===== src/rtl/attest_quote_stream_parser_unit_assert.svh =====
// Assertion macros used by the parser RTL.
`ifndef ATTEST_QUOTE_STREAM_PARSER_UNIT_ASSERT_SVH
`define ATTEST_QUOTE_STREAM_PARSER_UNIT_ASSERT_SVH

// The consequent must hold in the same cycle as the antecedent.
`define AQSP_ASSERT_IMPL(label, clk, rst_n, ante, cons) \
    label: assert property (@(posedge clk) disable iff (!rst_n) (ante) |-> (cons)) \
        else $error("parser assertion failed");

// The consequent must hold in the cycle after the antecedent.
`define AQSP_ASSERT_NEXT(label, clk, rst_n, ante, cons) \
    label: assert property (@(posedge clk) disable iff (!rst_n) (ante) |=> (cons)) \
        else $error("parser assertion failed");

`endif


===== src/rtl/aqsp_pkg.sv =====
package aqsp_pkg;

    localparam int CFG_INDEX_W = 1;
    localparam int CFG_DATA_W  = 32;

    localparam logic [CFG_INDEX_W-1:0] REG_MAGIC = 1'd0;
    localparam logic [CFG_INDEX_W-1:0] REG_TAG   = 1'd1;

    localparam logic [31:0] MAGIC_RESET = 32'hFF54_4347;
    localparam logic [15:0] TAG_RESET   = 16'h8018;

    localparam logic [4:0] PH_MAGIC    = 5'd0;
    localparam logic [4:0] PH_TYPE     = 5'd1;
    localparam logic [4:0] PH_SLEN     = 5'd2;
    localparam logic [4:0] PH_SBYTES   = 5'd3;
    localparam logic [4:0] PH_XLEN     = 5'd4;
    localparam logic [4:0] PH_XBYTES   = 5'd5;
    localparam logic [4:0] PH_CLOCK    = 5'd6;
    localparam logic [4:0] PH_RESETS   = 5'd7;
    localparam logic [4:0] PH_RESTARTS = 5'd8;
    localparam logic [4:0] PH_SAFE     = 5'd9;
    localparam logic [4:0] PH_FW       = 5'd10;
    localparam logic [4:0] PH_SELCNT   = 5'd11;
    localparam logic [4:0] PH_HASH     = 5'd12;
    localparam logic [4:0] PH_SELSIZE  = 5'd13;
    localparam logic [4:0] PH_SELBYTES = 5'd14;
    localparam logic [4:0] PH_DIGSIZE  = 5'd15;
    localparam logic [4:0] PH_DIGBYTES = 5'd16;
    localparam logic [4:0] PH_DONE     = 5'd17;

    localparam logic [3:0] FC_SIGNER   = 4'd0;
    localparam logic [3:0] FC_EXTRA    = 4'd1;
    localparam logic [3:0] FC_CLOCK    = 4'd2;
    localparam logic [3:0] FC_RESETS   = 4'd3;
    localparam logic [3:0] FC_RESTARTS = 4'd4;
    localparam logic [3:0] FC_SAFE     = 4'd5;
    localparam logic [3:0] FC_FW       = 4'd6;
    localparam logic [3:0] FC_SELCNT   = 4'd7;
    localparam logic [3:0] FC_HASH     = 4'd8;
    localparam logic [3:0] FC_SELSIZE  = 4'd9;
    localparam logic [3:0] FC_SELBYTE  = 4'd10;
    localparam logic [3:0] FC_DIGSIZE  = 4'd11;
    localparam logic [3:0] FC_DIGBYTE  = 4'd12;
    localparam logic [3:0] FC_STATUS   = 4'd13;

    localparam logic [2:0] ST_OK          = 3'd0;
    localparam logic [2:0] ST_COMPLETE    = 3'd1;
    localparam logic [2:0] ST_BAD_MAGIC   = 3'd2;
    localparam logic [2:0] ST_NOT_QUOTE   = 3'd3;
    localparam logic [2:0] ST_ZERO_DIGEST = 3'd4;
    localparam logic [2:0] ST_TOO_SHORT   = 3'd5;

    localparam logic [1:0] FLAG_ERROR    = 2'b01;
    localparam logic [1:0] FLAG_COMPLETE = 2'b10;

    typedef struct packed {
        logic [4:0]  phase;
        logic [3:0]  byte_in_field;
        logic [63:0] accumulator;
        logic [15:0] bytes_remaining;
        logic [31:0] selections_remaining;
        logic [31:0] selection_index;
        logic [1:0]  flags;
    } aqsp_state_t;

    localparam aqsp_state_t STATE_RESET = '{
        phase: PH_MAGIC,
        byte_in_field: 4'd0,
        accumulator: 64'd0,
        bytes_remaining: 16'd0,
        selections_remaining: 32'd0,
        selection_index: 32'd0,
        flags: 2'b00
    };

    typedef struct packed {
        logic [3:0]  field_code;
        logic [31:0] item_index;
        logic [63:0] field_value;
        logic [2:0]  status;
        logic        last;
    } aqsp_result_t;

    // Number of bytes in a fixed-width field; zero marks a byte-string phase (or PH_DONE).
    function automatic logic [3:0] field_len(input logic [4:0] phase);
        logic [3:0] len;
        case (phase)
            PH_MAGIC:    len = 4'd4;
            PH_TYPE:     len = 4'd2;
            PH_SLEN:     len = 4'd2;
            PH_XLEN:     len = 4'd2;
            PH_CLOCK:    len = 4'd8;
            PH_RESETS:   len = 4'd4;
            PH_RESTARTS: len = 4'd4;
            PH_SAFE:     len = 4'd1;
            PH_FW:       len = 4'd8;
            PH_SELCNT:   len = 4'd4;
            PH_HASH:     len = 4'd2;
            PH_SELSIZE:  len = 4'd1;
            PH_DIGSIZE:  len = 4'd2;
            default:     len = 4'd0;
        endcase
        return len;
    endfunction

endpackage


===== src/rtl/aqsp_in_if.sv =====
interface aqsp_in_if;
    logic       valid;
    logic       ready;
    logic       op;
    logic [7:0] data_byte;

    modport source (output valid, output op, output data_byte, input ready);
    modport sink (input valid, input op, input data_byte, output ready);
endinterface


===== src/rtl/aqsp_out_if.sv =====
interface aqsp_out_if;
    logic        valid;
    logic        ready;
    logic [3:0]  field_code;
    logic [31:0] item_index;
    logic [63:0] field_value;
    logic [2:0]  status;
    logic        last;

    modport source (output valid, output field_code, output item_index, output field_value,
                    output status, output last, input ready);
    modport sink (input valid, input field_code, input item_index, input field_value,
                  input status, input last, output ready);
endinterface


===== src/rtl/aqsp_step.sv =====
module aqsp_step (
    input  aqsp_pkg::aqsp_state_t  state,
    input  logic                   op,
    input  logic [7:0]             data_byte,
    input  logic [31:0]            magic_value,
    input  logic [15:0]            quote_type_tag,
    output aqsp_pkg::aqsp_state_t  state_next,
    output logic                   result_valid,
    output aqsp_pkg::aqsp_result_t result
);
    import aqsp_pkg::*;

    logic [63:0] acc_shift;
    logic [3:0]  bif_inc;
    logic [3:0]  len;
    logic [15:0] str_idx;
    logic [15:0] br_dec;
    logic [31:0] sel_rem_dec;
    logic [31:0] sel_idx_inc;
    logic [3:0]  str_code;

    assign acc_shift   = {state.accumulator[55:0], data_byte};
    assign bif_inc     = state.byte_in_field + 4'd1;
    assign len         = field_len(state.phase);
    assign str_idx     = state.accumulator[15:0] - state.bytes_remaining;
    assign br_dec      = state.bytes_remaining - 16'd1;
    assign sel_rem_dec = state.selections_remaining - 32'd1;
    assign sel_idx_inc = state.selection_index + 32'd1;

    always_comb
    begin
        case (state.phase)
            PH_SBYTES:   str_code = FC_SIGNER;
            PH_XBYTES:   str_code = FC_EXTRA;
            PH_SELBYTES: str_code = FC_SELBYTE;
            default:     str_code = FC_DIGBYTE;
        endcase
    end

    always_comb
    begin
        state_next   = state;
        result_valid = 1'b0;
        result       = '{field_code: FC_STATUS, item_index: 32'd0, field_value: 64'd0,
                         status: ST_OK, last: 1'b0};

        if (op)
        begin
            result_valid  = (state.flags == 2'b00);
            result.status = ST_TOO_SHORT;
            result.last   = 1'b1;
            state_next    = STATE_RESET;
        end
        else if (state.flags != 2'b00 || state.phase >= PH_DONE)
        begin
            state_next = state;
        end
        else if (len == 4'd0)
        begin
            result_valid               = 1'b1;
            result.field_code          = str_code;
            result.item_index          = {16'd0, str_idx};
            result.field_value         = {56'd0, data_byte};
            state_next.bytes_remaining = br_dec;
            if (br_dec == 16'd0)
            begin
                state_next.accumulator = 64'd0;
                case (state.phase)
                    PH_SBYTES:   state_next.phase = PH_XLEN;
                    PH_XBYTES:   state_next.phase = PH_CLOCK;
                    PH_SELBYTES:
                    begin
                        state_next.selection_index      = sel_idx_inc;
                        state_next.selections_remaining = sel_rem_dec;
                        state_next.phase = (sel_rem_dec == 32'd0) ? PH_DIGSIZE : PH_HASH;
                    end
                    default:
                    begin
                        state_next.phase = PH_DONE;
                        state_next.flags = state.flags | FLAG_COMPLETE;
                        result.status    = ST_COMPLETE;
                        result.last      = 1'b1;
                    end
                endcase
            end
        end
        else if (bif_inc < len)
        begin
            state_next.accumulator   = acc_shift;
            state_next.byte_in_field = bif_inc;
        end
        else
        begin
            state_next.accumulator   = 64'd0;
            state_next.byte_in_field = 4'd0;
            case (state.phase)
                PH_MAGIC:
                begin
                    if (acc_shift[31:0] != magic_value)
                    begin
                        state_next.flags   = state.flags | FLAG_ERROR;
                        result_valid       = 1'b1;
                        result.field_value = {32'd0, acc_shift[31:0]};
                        result.status      = ST_BAD_MAGIC;
                        result.last        = 1'b1;
                    end
                    else
                    begin
                        state_next.phase = PH_TYPE;
                    end
                end
                PH_TYPE:
                begin
                    if (acc_shift[15:0] != quote_type_tag)
                    begin
                        state_next.flags   = state.flags | FLAG_ERROR;
                        result_valid       = 1'b1;
                        result.field_value = {48'd0, acc_shift[15:0]};
                        result.status      = ST_NOT_QUOTE;
                        result.last        = 1'b1;
                    end
                    else
                    begin
                        state_next.phase = PH_SLEN;
                    end
                end
                PH_SLEN, PH_XLEN:
                begin
                    state_next.bytes_remaining = acc_shift[15:0];
                    state_next.accumulator     = {48'd0, acc_shift[15:0]};
                    if (acc_shift[15:0] == 16'd0)
                    begin
                        state_next.phase = (state.phase == PH_SLEN) ? PH_XLEN : PH_CLOCK;
                    end
                    else
                    begin
                        state_next.phase = (state.phase == PH_SLEN) ? PH_SBYTES : PH_XBYTES;
                    end
                end
                PH_CLOCK:
                begin
                    state_next.phase   = PH_RESETS;
                    result_valid       = 1'b1;
                    result.field_code  = FC_CLOCK;
                    result.field_value = acc_shift;
                end
                PH_RESETS:
                begin
                    state_next.phase   = PH_RESTARTS;
                    result_valid       = 1'b1;
                    result.field_code  = FC_RESETS;
                    result.field_value = {32'd0, acc_shift[31:0]};
                end
                PH_RESTARTS:
                begin
                    state_next.phase   = PH_SAFE;
                    result_valid       = 1'b1;
                    result.field_code  = FC_RESTARTS;
                    result.field_value = {32'd0, acc_shift[31:0]};
                end
                PH_SAFE:
                begin
                    state_next.phase   = PH_FW;
                    result_valid       = 1'b1;
                    result.field_code  = FC_SAFE;
                    result.field_value = {56'd0, acc_shift[7:0]};
                end
                PH_FW:
                begin
                    state_next.phase   = PH_SELCNT;
                    result_valid       = 1'b1;
                    result.field_code  = FC_FW;
                    result.field_value = acc_shift;
                end
                PH_SELCNT:
                begin
                    state_next.selections_remaining = acc_shift[31:0];
                    state_next.selection_index      = 32'd0;
                    state_next.phase = (acc_shift[31:0] == 32'd0) ? PH_DIGSIZE : PH_HASH;
                    result_valid       = 1'b1;
                    result.field_code  = FC_SELCNT;
                    result.field_value = {32'd0, acc_shift[31:0]};
                end
                PH_HASH:
                begin
                    state_next.phase   = PH_SELSIZE;
                    result_valid       = 1'b1;
                    result.field_code  = FC_HASH;
                    result.item_index  = state.selection_index;
                    result.field_value = {48'd0, acc_shift[15:0]};
                end
                PH_SELSIZE:
                begin
                    state_next.bytes_remaining = {8'd0, acc_shift[7:0]};
                    if (acc_shift[7:0] == 8'd0)
                    begin
                        state_next.selection_index      = sel_idx_inc;
                        state_next.selections_remaining = sel_rem_dec;
                        state_next.phase = (sel_rem_dec == 32'd0) ? PH_DIGSIZE : PH_HASH;
                    end
                    else
                    begin
                        state_next.accumulator = {56'd0, acc_shift[7:0]};
                        state_next.phase       = PH_SELBYTES;
                    end
                    result_valid       = 1'b1;
                    result.field_code  = FC_SELSIZE;
                    result.item_index  = state.selection_index;
                    result.field_value = {56'd0, acc_shift[7:0]};
                end
                PH_DIGSIZE:
                begin
                    result_valid      = 1'b1;
                    result.field_code = FC_DIGSIZE;
                    if (acc_shift[15:0] == 16'd0)
                    begin
                        state_next.flags = state.flags | FLAG_ERROR;
                        result.status    = ST_ZERO_DIGEST;
                        result.last      = 1'b1;
                    end
                    else
                    begin
                        state_next.bytes_remaining = acc_shift[15:0];
                        state_next.accumulator     = {48'd0, acc_shift[15:0]};
                        state_next.phase           = PH_DIGBYTES;
                        result.field_value         = {48'd0, acc_shift[15:0]};
                    end
                end
                default:
                begin
                    state_next.phase = PH_DONE;
                end
            endcase
        end
    end

endmodule


===== src/rtl/attest_quote_stream_parser_unit.sv =====
// Results go into the head register, or the skid register while the head is held.
// Throughput: one byte per cycle while the skid is empty; state updates on accept.
// A two-entry output buffer keeps bytes flowing while one result waits downstream.
// Reset is asynchronous and active low; it returns the parser to the start of a quote,
// empties the output buffer and loads the default magic word and structure tag.
module attest_quote_stream_parser_unit (
    input  logic                             clk,
    input  logic                             rst_n,
    aqsp_in_if.sink                          byte_stream,
    aqsp_out_if.source                       result_stream,
    input  logic                             cfg_we,
    input  logic [aqsp_pkg::CFG_INDEX_W-1:0] cfg_index,
    input  logic [aqsp_pkg::CFG_DATA_W-1:0]  cfg_data
);
    import aqsp_pkg::*;

    `include "attest_quote_stream_parser_unit_assert.svh"

    aqsp_state_t  state_reg;
    aqsp_state_t  state_next;
    aqsp_result_t step_result;
    logic         step_valid;

    logic [31:0]  magic_reg;
    logic [15:0]  tag_reg;

    aqsp_result_t head_reg;
    aqsp_result_t skid_reg;
    logic         head_valid_reg;
    logic         head_valid_next;
    logic         skid_valid_reg;
    logic         skid_valid_next;
    logic         head_load_new;
    logic         head_load_skid;
    logic         skid_load;

    logic         accept;
    logic         push;
    logic         pop;

    aqsp_step u_step (
        .state          (state_reg),
        .op             (byte_stream.op),
        .data_byte      (byte_stream.data_byte),
        .magic_value    (magic_reg),
        .quote_type_tag (tag_reg),
        .state_next     (state_next),
        .result_valid   (step_valid),
        .result         (step_result)
    );

    assign byte_stream.ready = !skid_valid_reg;
    assign accept            = byte_stream.valid && byte_stream.ready;
    assign push              = accept && step_valid;
    assign pop               = head_valid_reg && result_stream.ready;

    always_comb
    begin
        head_valid_next = head_valid_reg;
        skid_valid_next = skid_valid_reg;
        head_load_new   = 1'b0;
        head_load_skid  = 1'b0;
        skid_load       = 1'b0;
        if (skid_valid_reg)
        begin
            if (pop)
            begin
                head_load_skid  = 1'b1;
                skid_valid_next = 1'b0;
            end
        end
        else if (head_valid_reg)
        begin
            if (push && pop)
            begin
                head_load_new = 1'b1;
            end
            else if (push)
            begin
                skid_load       = 1'b1;
                skid_valid_next = 1'b1;
            end
            else if (pop)
            begin
                head_valid_next = 1'b0;
            end
        end
        else if (push)
        begin
            head_load_new   = 1'b1;
            head_valid_next = 1'b1;
        end
    end

    always_ff @(posedge clk or negedge rst_n)
    begin
        if (!rst_n)
        begin
            state_reg      <= STATE_RESET;
            head_valid_reg <= 1'b0;
            skid_valid_reg <= 1'b0;
            magic_reg      <= MAGIC_RESET;
            tag_reg        <= TAG_RESET;
        end
        else
        begin
            if (cfg_we)
            begin
                case (cfg_index)
                    REG_MAGIC: magic_reg <= cfg_data[31:0];
                    REG_TAG:   tag_reg   <= cfg_data[15:0];
                    default:   magic_reg <= magic_reg;
                endcase
            end
            if (accept)
            begin
                state_reg <= state_next;
            end
            head_valid_reg <= head_valid_next;
            skid_valid_reg <= skid_valid_next;
        end
    end

    always_ff @(posedge clk)
    begin
        if (head_load_new)
        begin
            head_reg <= step_result;
        end
        else if (head_load_skid)
        begin
            head_reg <= skid_reg;
        end
        if (skid_load)
        begin
            skid_reg <= step_result;
        end
    end

    assign result_stream.valid       = head_valid_reg;
    assign result_stream.field_code  = head_reg.field_code;
    assign result_stream.item_index  = head_reg.item_index;
    assign result_stream.field_value = head_reg.field_value;
    assign result_stream.status      = head_reg.status;
    assign result_stream.last        = head_reg.last;

    `AQSP_ASSERT_IMPL(a_skid_needs_head, clk, rst_n, skid_valid_reg, head_valid_reg)
    `AQSP_ASSERT_IMPL(a_silent_after_outcome, clk, rst_n,
        accept && !byte_stream.op && state_reg.flags != 2'b00, !step_valid)
    `AQSP_ASSERT_IMPL(a_done_is_complete, clk, rst_n,
        state_reg.phase == PH_DONE, state_reg.flags == FLAG_COMPLETE)
    `AQSP_ASSERT_NEXT(a_end_clears, clk, rst_n, accept && byte_stream.op,
        state_reg.phase == PH_MAGIC && state_reg.flags == 2'b00)
    `AQSP_ASSERT_NEXT(a_stall_fills_skid, clk, rst_n,
        push && head_valid_reg && !pop, skid_valid_reg)

endmodule


===== src/flat_wrapper.sv =====
// flat-port wrapper written by rule: the top's interface ports become plain ports
module attest_quote_stream_parser_unit_flat import aqsp_pkg::*;
  (clk, rst_n, cfg_we, cfg_index, cfg_data, byte_stream_valid, byte_stream_op, byte_stream_data_byte, byte_stream_ready, result_stream_valid, result_stream_field_code, result_stream_item_index, result_stream_field_value, result_stream_status, result_stream_last, result_stream_ready);
  aqsp_in_if byte_stream_i ();
  aqsp_out_if result_stream_i ();
  input  logic clk;
  input  logic rst_n;
  input  logic cfg_we;
  input  logic [aqsp_pkg::CFG_INDEX_W-1:0] cfg_index;
  input  logic [aqsp_pkg::CFG_DATA_W-1:0] cfg_data;
  input wire logic [$bits(byte_stream_i.valid)-1:0] byte_stream_valid;
  input wire logic [$bits(byte_stream_i.op)-1:0] byte_stream_op;
  input wire logic [$bits(byte_stream_i.data_byte)-1:0] byte_stream_data_byte;
  output wire logic [$bits(byte_stream_i.ready)-1:0] byte_stream_ready;
  output wire logic [$bits(result_stream_i.valid)-1:0] result_stream_valid;
  output wire logic [$bits(result_stream_i.field_code)-1:0] result_stream_field_code;
  output wire logic [$bits(result_stream_i.item_index)-1:0] result_stream_item_index;
  output wire logic [$bits(result_stream_i.field_value)-1:0] result_stream_field_value;
  output wire logic [$bits(result_stream_i.status)-1:0] result_stream_status;
  output wire logic [$bits(result_stream_i.last)-1:0] result_stream_last;
  input wire logic [$bits(result_stream_i.ready)-1:0] result_stream_ready;
  assign byte_stream_i.valid = byte_stream_valid;
  assign byte_stream_i.op = byte_stream_op;
  assign byte_stream_i.data_byte = byte_stream_data_byte;
  assign byte_stream_ready = byte_stream_i.ready;
  assign result_stream_valid = result_stream_i.valid;
  assign result_stream_field_code = result_stream_i.field_code;
  assign result_stream_item_index = result_stream_i.item_index;
  assign result_stream_field_value = result_stream_i.field_value;
  assign result_stream_status = result_stream_i.status;
  assign result_stream_last = result_stream_i.last;
  assign result_stream_i.ready = result_stream_ready;
  attest_quote_stream_parser_unit u_core (.clk(clk), .rst_n(rst_n), .byte_stream(byte_stream_i), .result_stream(result_stream_i), .cfg_we(cfg_we), .cfg_index(cfg_index), .cfg_data(cfg_data));
endmodule

===== config.mk =====
export PLATFORM = sky130hd
export DESIGN_NAME = attest_quote_stream_parser_unit_flat
export DESIGN_NICKNAME = d
export VERILOG_FILES = /design/src/rtl/aqsp_pkg.sv /design/src/rtl/aqsp_in_if.sv /design/src/rtl/aqsp_out_if.sv /design/src/rtl/aqsp_step.sv /design/src/rtl/attest_quote_stream_parser_unit.sv /design/src/flat_wrapper.sv
export VERILOG_INCLUDE_DIRS = /design/src /design/src/rtl
export SDC_FILE = /design/constraint.sdc
export NUM_CORES = 1
export LEC_CHECK = 0
export ABC_AREA = 1
export BUFFER_PORTS_ARGS = -buffer_cell sky130_fd_sc_hd__buf_2
export CAP_MARGIN = 20
export CORE_MARGIN = 3
export CORE_UTILIZATION = 30
export DETAILED_ROUTE_END_ITERATION = 12
export PLACE_DENSITY = 0.43
export REMOVE_ABC_BUFFERS = 1
export SYNTH_ARGS = -nofsm -noshare
export SYNTH_HDL_FRONTEND = slang
export SYNTH_SLANG_ARGS = --single-unit

===== constraint.sdc =====
create_clock -name clk -period 16.38 [get_ports clk]
set_input_delay 3.276 -clock clk [delete_from_list [all_inputs] [get_ports clk]]
set_output_delay 3.276 -clock clk [all_outputs]
set_load 0.05 [all_outputs]

==> impl_results.md <==
* Clk sinks at 405
* Largest family of logic cells by synthesized area: simple AND/OR/NAND/NOR gates
* Num CTS Buffers at 49
* Min cycle time layout at 7.34 ns
* Core Area at 69300 um2
* Wirelength, routed at 70600 um
* Die area at 73900 um2
* Filler instances at 7350
* Sequential share of the synthesized area at 52.8%
* CTS tree: yes
* Total congestion overflow at 0
* Lkg Pwr at 10.2 nW
* Gate Count Post-Synth at 2531
* Initial DRC count at 1226
* Port Buf Inserts at 152
* Hold_ws at 0.499 ns
* I/O pin total at 153
* Reg-to-reg critical path startpoint: u_core.state_reg[150]
* CTS clk-pin slew, worst paths at 0.06 ns
* Critical R2R Capture: u_core.result_stream.item_index[8]
* Slew Viols, Final at 0
* ANT cells at 0
* Mapped Area at 21200 um2
* Distinct cells, synth at 43
* Worst setup startpoint: byte_stream_op
* Total track usage at 19.0%
* Hold path endpoint: u_core.state_reg[149]
* Die height at 272 um
* Area fraction in compound gates after synthesis at 10.3%
* Top FF cell, synth: edfxtp_1
* Worst min-delay path startpoint: u_core.state_reg[149]
* Top cell type's share of synthesized area at 29.4%
* Dpl hpwl at 50100 um
* Inst Count DP at 3532
* Most instantiated library cell after synthesis: nand2_1
* Setup TNS at 0 ns
* Slowest stage delay, CP at 0.83 ns
* Fmax at 136 MHz
* Final net count at 2731
* Worst-case clock buffer depth at 3
* Tot Pwr at 0.00508 W
* Syn Area/Cell at 8.38 um2
* Post-synth EDFFs at 208
* Detail Route Antenna Nets at 0
* GPL Wtd Cong at 0.925
* Top cells by count, synth: 670 x nand2_1, 256 x inv_1, 250 x o21ai_0
* Ys Warns at 0
* Status: finished clean
* Worst Setup Start Kind: primary input
* Ys async rst share at 48.6%
* Largest cells by area after synthesis: edfxtp_1 29%, dfrtp_1 21%, nand2_1 12%
* Crit-path slowest cell: nor2_2
* Hold depth at 2
* Fin crit share at 44.8%
* Hold Vio Cnt, Final at 0
* Worst Setup End Kind: register
* Synthesized flop and latch total at 405
* Ordered list of cells on the worst path: buf_2, nor2_2, inv_2, o21ai_1, inv_2, nand3_2, a21oi_4, buf_4, buf_16, inv_4, buf_4, o21ai_0
* Post-CTS resize count at 0
* Die width at 272 um
* Area grow syn2layout at 16.3%
* CTS H-tree lvls at 2
* Setup Viol. Count Final at 0
* Worst-margin pin slew at 1.19 ns
* Placement Cell Area at 22900 um2
* Std cell rows at 96
* Post-CTS Setup Bufs at 0
* Wire per inst at 19.5 um
* Max reg flops at 147
* CP arrival at 7.64 ns
* Largest net degree at the start of global routing at 112
* CP required at 16.68 ns
* Slew Limit Headroom at 20.2%
* Initial antenna violation count at 2
* Hold Path Class: reg -> reg
* DRC at 0
* Power density over cell area at 206 nW/um2
* Reg2Reg Depth at 20
* Post-Synth Simple-Gate Area at 24.1%
* Non-filler cells, final at 3627
* Clk_skew at 0.0211 ns
* Routed vias at 17700
* Global-route wire length before repair at 109000 um
* Cts hold-fix bufs at 0
* Max Cap Viol at 0
* Initial Util at 30.6%
* CP Class: in -> reg
* Synth Area in Adders at 1.75%
* Vias in the first global route at 17400
* Share of cells above drive strength 1 at 12.4%
* Clock Root Buffer: clkbuf_16
* Worst VDD drop at 0.000112 V
* TritonRoute pass-1 iters at 5
* Mux cell area share after synthesis at 0.849%
* Worst-skew pair later-pin latency at 0.59 ns
* Setup repair after global routing missed its margin: false
* Post-synthesis xor/xnor area fraction at 3.34%
* R2R Setup Slk at 9.78 ns
* Final instance area at 24700 um2
* Routed vias/inst at 4.87
* Synth area leader: edfxtp_1
* Worst-path fanout max at 65
==> per-stage QoR <==
step | util [%] | setup WS [ns]
floorplan | - | 5.78
global placement | 33.1 | 8.44
detailed placement | 33.1 | 8.38
CTS | 35.5 | 9.00
global route | 35.6 | 8.71
finish | 35.6 | 9.04
==> worst max-delay path: cells and delay by family <==
family                 cells  cell delay (ns)
buffers and inverters      7             2.49
AOI/OAI and AO/OA          3             0.70
and+or+nand+nor            2             1.01
==> power breakdown <==
part | internal, W | total, W | switching [W]
Sequential | 0.00136 | 0.00153 | 0.000167
Clock | 0.000684 | 0.00113 | 0.000449
Combinational | 0.000582 | 0.00242 | 0.00184
==> per-layer routing <==
metal  GRT usage (%)  part of all wire (%)  wire length (um)
met2            30.2                    46             32300
met4            5.25                   2.7              1910
met3            2.89                   4.7              3340
met5               0                     0                 0
met1            26.8                    47             33100
==> area by class of cell <==
class,count,area (um2),share of cell area [%]
sequential,405,11200,45.4
inverter,269,1010,4.10
multi-input combinational,1751,8610,34.9
clock buffer,65,1410,5.71
clock inverter,27,277,1.12
tap,931,1160,4.72
timing repair buffer,179,1000,4.05
==> cell usage in the layout (no fill, tap or decap), drive strengths merged, types with 5 or more instances in the layout <==
cell      n
o21ai   258
nand2   670
clkinv   21
clkbuf   67
mux2     16
o22ai     5
a21oi    97
nor2    228
dfstp    21
o32ai    19
bufinv    5
inv     267
nor3     89
buf     177
nor4     17
nand3   158
edfxtp  208
or2      13
nand4    42
ha       28
o31ai     8
xor2     38
dfrtp   176
a211oi    8
xnor2    43
==> worst max path at each step <==
stage,depth (start not counted),end,slack (ns)
detailed placement,11,u_core.result_stream.item_index[8],8.38
global route,12,u_core.result_stream.item_index[8],8.71
CTS,11,u_core.result_stream.item_index[8],9.00
global placement,11,u_core.result_stream.item_index[8],8.44
floorplan,8,u_core.state_reg[60],5.78
finish,12,u_core.result_stream.item_index[8],9.04
==> cells by family after synthesis <==
group           Yosys count
compound gates          405
mux                      16
xor+xnor                 81
buf+inv                 375
simple gates           1220
fa+ha+maj                29
flops                   405
(Power assumes the default switching activity.)
